==> src/rtl/crc16d_pkg.sv <==
// Shared types, reset values and the CRC-16 byte update for the packet deframer.
package crc16d_pkg;

  localparam logic [7:0]  START_BYTE_RESET = 8'hA1;
  localparam logic [7:0]  MAX_LENGTH_RESET = 8'd200;
  localparam logic [15:0] CRC_SEED_RESET   = 16'hFFFF;

  localparam logic [1:0] REG_START_BYTE = 2'd0;
  localparam logic [1:0] REG_MAX_LENGTH = 2'd1;
  localparam logic [1:0] REG_CRC_SEED   = 2'd2;

  typedef struct packed {
    logic [7:0]  start_byte;
    logic [7:0]  max_length;
    logic [15:0] crc_seed;
  } cfg_t;

  // Reflected CRC-16, polynomial 0x8408, one byte per call.
  function automatic logic [15:0] crc_step(input logic [7:0] b, input logic [15:0] crc);
    logic [7:0] x;
    x = b ^ crc[7:0];
    x = x ^ {x[3:0], 4'b0000};
    return {x, crc[15:8]} ^ {12'b0, x[7:4]} ^ {5'b0, x, 3'b000};
  endfunction

endpackage

==> src/rtl/crc16d_regs.sv <==
// APB configuration registers of the packet deframer.
module crc16d_regs (
  input  logic                 clk,
  input  logic                 rst,
  input  logic                 psel,
  input  logic                 penable,
  input  logic                 pwrite,
  input  logic [3:0]           paddr,
  input  logic [31:0]          pwdata,
  output logic [31:0]          prdata,
  output logic                 pready,
  output crc16d_pkg::cfg_t     cfg
);

  logic wr;

  assign pready = 1'b1;
  assign wr = psel && penable && pwrite;

  always_ff @(posedge clk) begin
    if (rst) begin
      cfg.start_byte <= crc16d_pkg::START_BYTE_RESET;
      cfg.max_length <= crc16d_pkg::MAX_LENGTH_RESET;
      cfg.crc_seed   <= crc16d_pkg::CRC_SEED_RESET;
    end else if (wr) begin
      case (paddr[3:2])
        crc16d_pkg::REG_START_BYTE: cfg.start_byte <= pwdata[7:0];
        crc16d_pkg::REG_MAX_LENGTH: cfg.max_length <= pwdata[7:0];
        crc16d_pkg::REG_CRC_SEED:   cfg.crc_seed   <= pwdata[15:0];
        default: ;
      endcase
    end
  end

  always_comb begin
    case (paddr[3:2])
      crc16d_pkg::REG_START_BYTE: prdata = {24'b0, cfg.start_byte};
      crc16d_pkg::REG_MAX_LENGTH: prdata = {24'b0, cfg.max_length};
      crc16d_pkg::REG_CRC_SEED:   prdata = {16'b0, cfg.crc_seed};
      default:                    prdata = 32'b0;
    endcase
  end

endmodule

==> src/rtl/crc16_packet_deframer.sv <==
// Top level of the CRC-16 packet deframer: header parsing, running CRC and result register.
//
// The block takes one received byte per item and accepts an item in every clock cycle
// unless the output is stalled. It hunts for the start byte, then reads type and length (a
// length over max_length returns it to the hunt) and the two CRC bytes, and passes each
// payload byte out with its index; the item that completes a packet has tlast set and
// reports whether the running CRC matched. The phase, the running CRC and the output
// register load at the edge that accepts an item. The input stays ready while the output
// register is empty or draining, so an output stall stalls the input in the same cycle.
module crc16_packet_deframer (
  input  logic        clk,
  input  logic        rst,
  input  logic        psel,
  input  logic        penable,
  input  logic        pwrite,
  input  logic [3:0]  paddr,
  input  logic [31:0] pwdata,
  output logic [31:0] prdata,
  output logic        pready,
  input  logic        s_tvalid,
  output logic        s_tready,
  input  logic [7:0]  s_tdata,   // rx_byte
  output logic        m_tvalid,
  input  logic        m_tready,
  output logic [39:0] m_tdata,   // pkt_type, pkt_length, data_byte, byte_index, crc_ok, zeros
  output logic        m_tlast,   // last
  output logic        m_tuser    // has_byte
);

  localparam logic [2:0] PH_HUNT    = 3'd0;
  localparam logic [2:0] PH_TYPE    = 3'd1;
  localparam logic [2:0] PH_LENGTH  = 3'd2;
  localparam logic [2:0] PH_CRC_LO  = 3'd3;
  localparam logic [2:0] PH_CRC_HI  = 3'd4;
  localparam logic [2:0] PH_PAYLOAD = 3'd5;

  crc16d_pkg::cfg_t cfg;

  logic [2:0]  phase, phase_next;
  logic [7:0]  held_type, held_type_next;
  logic [7:0]  held_length, held_length_next;
  logic [15:0] received_crc, received_crc_next;
  logic [7:0]  payload_count, payload_count_next;
  logic [15:0] running_crc, running_crc_next;

  logic        accept;
  logic [15:0] crc_upd;
  logic [7:0]  count_inc;
  logic        emit;
  logic        res_has, res_last, res_ok;
  logic [7:0]  res_data, res_index;

  crc16d_regs u_regs (
    .clk     (clk),
    .rst     (rst),
    .psel    (psel),
    .penable (penable),
    .pwrite  (pwrite),
    .paddr   (paddr),
    .pwdata  (pwdata),
    .prdata  (prdata),
    .pready  (pready),
    .cfg     (cfg)
  );

  assign s_tready  = !m_tvalid || m_tready;
  assign accept    = s_tvalid && s_tready;
  assign crc_upd   = crc16d_pkg::crc_step(s_tdata, running_crc);
  assign count_inc = payload_count + 8'd1;

  always_comb begin
    phase_next         = phase;
    held_type_next     = held_type;
    held_length_next   = held_length;
    received_crc_next  = received_crc;
    payload_count_next = payload_count;
    running_crc_next   = running_crc;
    emit      = 1'b0;
    res_has   = 1'b0;
    res_data  = 8'd0;
    res_index = 8'd0;
    res_last  = 1'b0;
    res_ok    = 1'b0;
    case (phase)
      PH_HUNT: begin
        if (s_tdata == cfg.start_byte) begin
          running_crc_next = cfg.crc_seed;
          phase_next = PH_TYPE;
        end
      end
      PH_TYPE: begin
        held_type_next = s_tdata;
        running_crc_next = crc_upd;
        phase_next = PH_LENGTH;
      end
      PH_LENGTH: begin
        held_length_next = s_tdata;
        if (s_tdata > cfg.max_length) begin
          phase_next = PH_HUNT;
        end else begin
          running_crc_next = crc_upd;
          payload_count_next = 8'd0;
          phase_next = PH_CRC_LO;
        end
      end
      PH_CRC_LO: begin
        received_crc_next = {8'd0, s_tdata};
        phase_next = PH_CRC_HI;
      end
      PH_CRC_HI: begin
        received_crc_next = {s_tdata, received_crc[7:0]};
        if (held_length == 8'd0) begin
          phase_next = PH_HUNT;
          emit = 1'b1;
          res_last = 1'b1;
          res_ok = (running_crc == {s_tdata, received_crc[7:0]});
        end else begin
          phase_next = PH_PAYLOAD;
        end
      end
      PH_PAYLOAD: begin
        running_crc_next = crc_upd;
        payload_count_next = count_inc;
        emit = 1'b1;
        res_has = 1'b1;
        res_data = s_tdata;
        res_index = payload_count;
        if (count_inc == held_length) begin
          payload_count_next = 8'd0;
          phase_next = PH_HUNT;
          res_last = 1'b1;
          res_ok = (crc_upd == received_crc);
        end
      end
      default: begin
        phase_next = PH_HUNT;
      end
    endcase
  end

  always_ff @(posedge clk) begin
    if (rst) begin
      phase         <= PH_HUNT;
      held_type     <= 8'd0;
      held_length   <= 8'd0;
      received_crc  <= 16'd0;
      payload_count <= 8'd0;
      running_crc   <= crc16d_pkg::CRC_SEED_RESET;
    end else if (accept) begin
      phase         <= phase_next;
      held_type     <= held_type_next;
      held_length   <= held_length_next;
      received_crc  <= received_crc_next;
      payload_count <= payload_count_next;
      running_crc   <= running_crc_next;
    end
  end

  always_ff @(posedge clk) begin
    if (rst) begin
      m_tvalid <= 1'b0;
    end else if (s_tready) begin
      m_tvalid <= accept && emit;
    end
  end

  always_ff @(posedge clk) begin
    if (accept && emit) begin
      m_tdata <= {7'b0, res_ok, res_index, res_data, held_length_next, held_type_next};
      m_tlast <= res_last;
      m_tuser <= res_has;
    end
  end

endmodule

==> config.mk <==
export PLATFORM = sky130hd
export DESIGN_NAME = crc16_packet_deframer
export DESIGN_NICKNAME = d
export VERILOG_FILES = /design/src/rtl/crc16d_pkg.sv /design/src/rtl/crc16d_regs.sv /design/src/rtl/crc16_packet_deframer.sv
export SDC_FILE = /design/constraint.sdc
export NUM_CORES = 1
export LEC_CHECK = 0
export ABC_CLOCK_PERIOD_IN_PS = 3600
export CORE_MARGIN = 1
export CORE_UTILIZATION = 35
export CTS_CLUSTER_SIZE = 8
export DETAILED_ROUTE_END_ITERATION = 7
export DONT_BUFFER_PORTS = 1
export PLACE_DENSITY = 0.49
export RECOVER_POWER = 50
export SLEW_MARGIN = 10
export SYNTH_ARGS = -nofsm -noshare
export SYNTH_HDL_FRONTEND = slang
export SYNTH_HIERARCHICAL = 1
export SYNTH_SLANG_ARGS = --single-unit
==> constraint.sdc <==
create_clock -name clk -period 3.6 [get_ports clk]
set_clock_uncertainty 0.05 [all_clocks]
set_input_delay 0.18 -clock clk [delete_from_list [all_inputs] [get_ports clk]]
set_output_delay 0.18 -clock clk [all_outputs]
set_load 0.1 [all_outputs]
== Word level (Yosys, flattened, before mapping) ==
Cells that the tools add are included.

* Register bits: 127
* Bits of input ports: 51
* Logic and storage cells: 80

* Add/subtract/negate cells: 1
* $lt $le $gt $ge: 1
* Equal/unequal tests: 14
* Muxes and demuxes: 23
* Bitwise gates (word level): 5
* Reductions and logical operators: 21

{| class="wikitable"
|+ Operator list
! kind !! count
|-
| $pmux W16 S3 || 2
|-
| $eq A16 B16 Y1 || 2
|-
| $mux W16 || 2
|-
| $mux W8 || 4
|-
| $pmux W16 S2 || 1
|-
| $pmux W3 S6 || 1
|-
| $eq A8 B8 Y1 || 2
|-
| $pmux W8 S2 || 1
|-
| $xor A16 B11 Y16 || 1
|-
| $xor A16 B4 Y16 || 1
|-
| $xor A8 B8 Y8 || 2
|-
| $mux W3 || 3
|-
| $reduce_and A3 Y1 || 3
|-
| $add A8 B1 Y8 const B || 1
|-
| $gt A8 B8 Y1 || 1
|-
| $logic_not A8 Y1 || 1
|-
| $reduce_and A2 Y1 || 4
|-
| $eq A3 B2 Y1 const B || 2
|-
| $eq A3 B3 Y1 const B || 2
|-
| $ne A2 B2 Y1 const B || 3
|-
| $pmux W1 S2 || 3
|-
| $mux W1 || 5
|-
| $logic_and A1 B1 Y1 || 4
|-
| $reduce_and A4 Y1 || 1
|-
| 12 further kinds || 13
|}

== Logic depth before layout (Yosys ltp) ==
Gate-level depths: netlist of run 1.

* Word-level depth: 7
* Gate-level depth with buffers: 11
* Gate-level depth less buffers: 8

== By module ==
Netlist of run 1, hierarchy kept.

{| class="wikitable"
|+ By module, submodules not included
! module !! instances !! cells an instance !! area an instance (µm²)
|-
| crc16_packet_deframer || 1 || 553 || 5326.4
|-
| crc16d_regs || 1 || 189 || 1675.4
|}

== Worst setup path after synthesis of run 1 ==
Ideal clock, no wire load.

* Path kind: reg-to-reg
* From: reg m_tvalid
* To: reg m_tdata[0], enable pin
* Library setup time: 416 ps
* Arrival time: 3041 ps
* Path slack: 93 ps
* Stages on the path, launching flop included: 6
* Buffers on the path: 1
* Period minus slack after synthesis: 3507 ps
* Cells stage by stage: dfxtp_1 > nand2b_1 > and2_0 > clkbuf_1 > o211ai_1 > inv_1

* Word-level cells in the longest chain between the ends: 4

{| class="wikitable"
|+ RTL lines
! what !! RTL line !! text
|-
| start: declaration || crc16_packet_deframer.sv:23 || <nowiki>output logic m_tvalid,</nowiki>
|-
| start signal: assignment || crc16_packet_deframer.sv:163 || <nowiki>m_tvalid <= accept && emit;</nowiki>
|-
| $logic_not A1 Y1 || crc16_packet_deframer.sv:66 || <nowiki>assign s_tready = !m_tvalid || m_tready;</nowiki>
|-
| $logic_or A1 B1 Y1 || crc16_packet_deframer.sv:66 ||
|-
| net s_tready || crc16_packet_deframer.sv:21 || <nowiki>output logic s_tready,</nowiki>
|-
| $logic_and A1 B1 Y1 || crc16_packet_deframer.sv:67 || <nowiki>assign accept = s_tvalid && s_tready;</nowiki>
|-
| $logic_and A1 B1 Y1 || crc16_packet_deframer.sv:168 || <nowiki>if (accept && emit) begin</nowiki>
|-
| end signal: assignment || crc16_packet_deframer.sv:169 || <nowiki>m_tdata <= {7'b0, res_ok, res_index, res_data, held_length_next, held_type_next};</nowiki>
|-
| end: declaration || crc16_packet_deframer.sv:25 || <nowiki>output logic [39:0] m_tdata,</nowiki>
|}

The timed path passes the listed nets, and every way through them passes these cells.
A chain may end at the register's enable or synchronous reset.

== Worst setup path after layout of run 1 ==
* From: reg m_tvalid
* To: reg received_crc[15]

* Word-level cells in the longest chain between the ends: 4

{| class="wikitable"
|+ RTL lines
! what !! RTL line !! text
|-
| $logic_not A1 Y1 || crc16_packet_deframer.sv:66 ||
|-
| $logic_or A1 B1 Y1 || crc16_packet_deframer.sv:66 ||
|-
| $logic_and A1 B1 Y1 || crc16_packet_deframer.sv:67 ||
|-
| $reduce_and A2 Y1 (no line) || - ||
|-
| end signal: assignment || crc16_packet_deframer.sv:153 || <nowiki>received_crc <= received_crc_next;</nowiki>
|-
| end: declaration || crc16_packet_deframer.sv:42 || <nowiki>logic [15:0] received_crc, received_crc_next;</nowiki>
|}

No other way between the ends.

==> metrics.txt, run 1 <==
Antenna Violating Nets Remaining 0; Seq pwr share 0.405; gr usage total 0.185; H-Tree Depth 4; ys async rst share 0; clock buffer depth 2; slew margin rel. -0.239; switch share 0.401; critical register-to-register path startpoint m_tvalid; register-to-register setup slack 0.49 ns; max_cap viols 1; Post-Syn Area 7000 sq um; # rows 51; CP Max Fanout 20; RSZ-0062 raised after global routing no; critical path launch point type register; initial antenna violation count 0; share of cells above drive strength 1 0.0952; hold crit path type in -> reg; fmax 321 MHz; PortBufs 0; synth top area cells dfxtp_1 (26%), edfxtp_1 (15%), mux2i_1 (6.7%); P_sw 2130 uW; Synth top area share 0.263; final setup fails 0; first-pass GRT wire length 28,600 microns; Layout fillers 1,985; vias per cell 5.07; GPL Wtd Cong 0.843; highest metal used met4; Clk Latency, worst-skew pair 0.42 ns; Power Internal 3180 uW; Pins Over Slew Limit 9; Num Clock Sinks 127; CTS tree yes; most used flip-flop cell after synthesis dfxtp_1; Routed met2 length 8810 microns; drt drc 0; Max VDD drop 0.428 mV; dominant cell type by area after synthesis dfxtp_1; WHS Path Cells 2; # IOs 128; Worst R2R End received_crc[15]; combinational share of power 0.279; worst reg-to-reg path cell count 9; grt ovf 0; Post-Syn Instances 742; Die Wd 143 microns; Post-synth EDFFs 35; failing checks capacitance limit, slew limit; Worst Hold End payload_count[6]; Ys Warns 6; Num CTS Buffers 17; DP HPWL 12,300 microns; status finished with violations; nets@finish 803; diode count 0; element type at the critical path end register; Final Hold Viols 0; met3 WL 812 microns; initial DRC count 304; starting density of the core 0.359; worst endpoint data arrival time 3.35 ns; Unique masters post-synth 62; Core ar. 19,500 sq um; Clock transition at path regs 0.06 ns; Min-Delay Startpoint rst; flop and latch count out of synthesis 127; Pwr Density 670 nW/um^2; Area Overhead vs Synth 13.1%; WL final 18,100 microns; Req. time, crit path 3.84 ns; setup tns final 0 ns; Die H 143 microns; drt pass-1 iters 5; Design Power 5310 uW; Root Buffer clkbuf_16; Tmin final 3.11 ns; largest net degree at the start of global routing 116; sequential area share after synthesis 0.413; vias in the first global route 5,047; worst-margin pin slew 1.86 ns; Metal-1 WL 8360 microns; Tcrit/Tclk final 0.864; clock network power share 0.317; DR WL/cell 17.8 microns; syn avg cell area 9.44 sq um; post-cts gate resize count 0; Leak 0.00308 uW; hold_ws 0.0880 ns; via count 5,172; Setup CP Type reg -> reg; die area 20,600 sq um
-- registers in the layout, indices dropped and copies added, names as in the netlist --
register	count
m_tdata	33
u_regs/cfg	32
received_crc	16
running_crc	16
held_length	8
held_type	8
payload_count	8
phase	3
m_tlast	1
m_tuser	1
m_tvalid	1
-- worst max-delay path: stages (launching register included) --
cell and delay [ns]:
dfxtp_1 0.29, buf_4 0.22, nand2b_1 0.12, clkbuf_1 0.92, nand2_1 0.13, buf_4 0.26
nor2_1 0.47, nor2_1 0.26, a22oi_1 0.20, nor2_1 0.06
-- timing repair --
action / 4_1_cts / 5_1_grt
hold buffers: 27 / 0
buffers inserted: 0 / 0
setup endpoints to repair: 0 / 0
endpoints found under the hold margin: 108 / 0
-- synth_stat cells, types with 3 or more instances --
master / instances
and3_1: 19
nor4_1: 9
nor3_1: 16
xnor2_1: 49
nor3b_1: 5
nand3_1: 14
a21oi_1: 22
buf_2: 10
and2_1: 12
conb_1: 3
dfxtp_1: 92
inv_1: 15
o21ai_0: 15
nor2b_1: 7
a211o_1: 14
mux2i_1: 47
clkbuf_1: 33
nand2_1: 44
a22o_1: 3
ha_1: 9
xnor2_2: 4
a211oi_1: 9
xnor2_4: 3
or3_1: 6
nand2b_1: 23
xor2_1: 12
a2111oi_0: 3
nand4_1: 12
xnor3_1: 3
edfxtp_1: 35
nor2_1: 99
a22oi_1: 9
buf_4: 29
mux2_2: 17
-- power groups by stage --
stage | Combinational (uW) | Sequential, uW | Clock (uW)
floorplan | 1260 | 2120 | 0
global placement | 1420 | 2170 | 0
detailed placement | 1440 | 2180 | 0
CTS | 1500 | 2150 | 1720
global route | 1610 | 2170 | 1780
finish | 1480 | 2150 | 1680
-- through the flow --
step	setup slack, ns	std cells	cell area [sq um]	util
detailed placement	0.685	962	7090	0.363
floorplan	0.0931	763	7080	-
CTS	0.664	1021	7950	0.407
global route	0.281	1021	7920	0.406
finish	0.489	1021	7920	0.406
global placement	0.728	962	7090	0.363
-- area by class of cell --
| class | count | area, sq um | share of cell area |
|---|---|---|---|
| multi-input combinational | 543 | 3700 | 0.468 |
| sequential | 127 | 2890 | 0.365 |
| clock buffer | 17 | 425 | 0.0537 |
| timing repair buffer | 39 | 363 | 0.0458 |
| tap | 265 | 332 | 0.0419 |
| clock inverter | 15 | 148 | 0.0186 |
| inverter | 15 | 56.3 | 0.00711 |
-- layer usage --
layer  vias to the layer above  global-route usage
met2                       140               0.302
met3                        10              0.0440
met4                         0              0.0627
met5                         -                   0
li1                       2543                   -
met1                      2479               0.238
-- cell usage in the layout, fill, tap and decap left out, types with 4 or more instances in the layout --
cell type	instances
nor2b_1	7
a21oi_1	22
conb_1	24
and2_1	7
inv_1	15
a211o_1	14
or3_1	6
a22oi_1	9
nor4_1	9
xnor2_1	49
mux2_2	10
nand2b_1	23
nor3b_1	6
dfxtp_1	92
xor2_1	12
and3_1	19
mux2_1	7
xnor2_2	4
clkbuf_16	17
nor2_1	99
edfxtp_1	35
nand4_1	12
and2_0	6
dlygate4sd3_1	26
a211oi_1	9
nand3_1	15
nor3_1	16
o21ai_2	8
nand2_1	44
ha_1	9
inv_6	7
mux2i_1	47
buf_4	8
o21ai_0	7
clkbuf_1	4
-- worst max path at each step --
stage                   start                to  slack (ns)  cells after the start
2_1_floorplan        m_tvalid        m_tdata[0]        0.09                      5
3_3_place_gp   u_regs/cfg[18]   running_crc[11]        0.73                      8
3_5_place_dp   u_regs/cfg[18]   running_crc[14]        0.68                      8
4_1_cts        u_regs/cfg[18]   running_crc[14]        0.66                      8
5_1_grt              m_tvalid  received_crc[12]        0.28                      9
6_report             m_tvalid  received_crc[15]        0.49                      9
-- cells by family after synthesis --
group	after synthesis	synth area share
compound gates	94	0.0949
xor+xnor	71	0.107
simple gates	281	0.201
other cells	3	0.00161
flops	127	0.413
fa+ha+maj	9	0.0161
buf+inv	93	0.0718
mux	64	0.0945
(Power assumes the default switching activity.)
==> run 2: changes to the inputs <==
- CTS_BUF_LIST: default -> sky130_fd_sc_hd__clkbuf_4
==> run 2 against run 1 <==
Compared with the run above: the flow still finishes with violations (capacitance limit, slew limit); first-iteration DRC count shrank 14%; register-to-register slack gained 0.05 ns; die area is the same; critical path depth shrank 5; sequential share of layout area grew 0.61 points; critical path type is now in -> reg; largest power group unchanged.
==> metrics.txt, run 2 (synthesis gave the netlist of run 1 again) <==
status finished with violations; failing checks capacitance limit, slew limit; vias per cell 5.09; Antenna Violating Nets Remaining 0; max_cap viols 1; worst-margin pin slew 2.19 ns; Req. time, crit path 4.04 ns; Final Hold Viols 0; drt drc 0; worst reg-to-reg path cell count 10; DP HPWL 12,300 microns; critical path launch point type input port; Tmin final 3.15 ns; Setup CP Type in -> reg; via count 5,298; Max VDD drop 0.262 mV; Die Wd 143 microns; CTS tree yes; Pins Over Slew Limit 117; fmax 318 MHz; Min-Delay Startpoint s_tdata[2]; DR WL/cell 17.7 microns; Root Buffer clkbuf_4; clock buffer depth 2; Area Overhead vs Synth 11.3%; Worst R2R End received_crc[13]; hold crit path type in -> reg; element type at the critical path end register; final setup fails 0; initial antenna violation count 1; Worst Hold End m_tdata[32]; H-Tree Depth 4; Tcrit/Tclk final 0.874; first-pass GRT wire length 28,900 microns; starting density of the core 0.359; hold_ws 0.0606 ns; commonest non-fill, non-tap cell in the layout nor2_1; Die H 143 microns; nets@finish 821; Num CTS Buffers 17; grt ovf 0; gr usage total 0.188; Clock transition at path regs 0.13 ns; # IOs 128; max reg flops 33; vias in the first global route 5,121; Largest Register m_tdata; drt pass-1 iters 5; Pwr Density 594 nW/um^2; initial DRC count 261; PortBufs 0; largest net degree at the start of global routing 117; die area 20,600 sq um; # rows 51; RSZ-0062 raised after global routing no; worst endpoint data arrival time 3.59 ns; share of cells above drive strength 1 0.0956; Leak 0.00302 uW; Num Clock Sinks 127; Clk Latency, worst-skew pair 0.55 ns; CP Max Fanout 116; Core ar. 19,500 sq um; setup tns final 0 ns; WL final 18,400 microns; most frequent cells in the layout nor2_1 (99), dfxtp_1 (92), xnor2_1 (49), mux2i_1 (47); WHS Path Cells 5; largest registers m_tdata x33, u_regs/cfg x32; slew margin rel. -0.458; GPL Wtd Cong 0.843; register-to-register setup slack 0.54 ns; critical register-to-register path startpoint m_tvalid
-- run 2: cell count changes in the layout (fill, tap and decap cells not counted), sizes merged --
| cell | delta |
|---|---|
| dlygate4sd3 | +18 |
| buf | +1 |
| clkbuf | -1 |
| diode | +1 |
-- run 2: metrics by stage --
stage / utilization / setup slack [ns] / power, uW / area [sq um] / std cells
floorplan: - / 0.0931 / 3370 / 7080 / 763
global placement: 0.363 / 0.728 / 3590 / 7090 / 962
detailed placement: 0.363 / 0.685 / 3610 / 7090 / 962
CTS: 0.401 / 0.647 / 4670 / 7830 / 1039
global route: 0.399 / 0.221 / 4870 / 7790 / 1040
finish: 0.399 / 0.455 / 4630 / 7790 / 1040
-- run 2: worst max-delay path, cell delays in order --
cell and delay, ns:
dlygate4sd3_1 0.57, clkbuf_2 1.11, a211oi_1 1.36, mux2_2 0.30
-- run 2: timing repair --
item	4_1_cts	5_1_grt
setup buffers	0	0
gates resized for setup	0	0
hold endpoints to repair	112	0
hold buffers	45	0
-- run 2: report_power, final --
group          leakage [uW]  switching, uW  internal (uW)  total, uW
logic               0.00180            935            563       1500
registers           0.00108            489           1650       2140
clock network      0.000150            625            365        990
-- run 2: layer usage --
metal / GRT usage / wire length (microns) / up-vias
met3: 0.0463 / 833 / 25
met2: 0.300 / 8580 / 160
met1: 0.243 / 8520 / 2534
met5: 0 / 0 / -
met4: 0.0717 / 464 / 0
li1: - / - / 2579
-- run 2: final cells by class --
type / count / area [sq um]
antenna: 1 / 2.50
timing repair buffer: 57 / 528
inverter: 15 / 56.3
clock buffer: 17 / 128
multi-input combinational: 543 / 3700
tap: 265 / 332
clock inverter: 15 / 148
sequential: 127 / 2890
fill: 2007 / 11700
-- run 2: worst max path at each step --
stage,cells past startpoint,start,to,slack (ns)
floorplan,5,m_tvalid,m_tdata[0],0.09
global placement,8,u_regs/cfg[18],running_crc[11],0.73
detailed placement,8,u_regs/cfg[18],running_crc[14],0.68
CTS,10,m_tvalid,received_crc[13],0.65
global route,4,rst,payload_count[0],0.22
finish,4,rst,payload_count[0],0.45
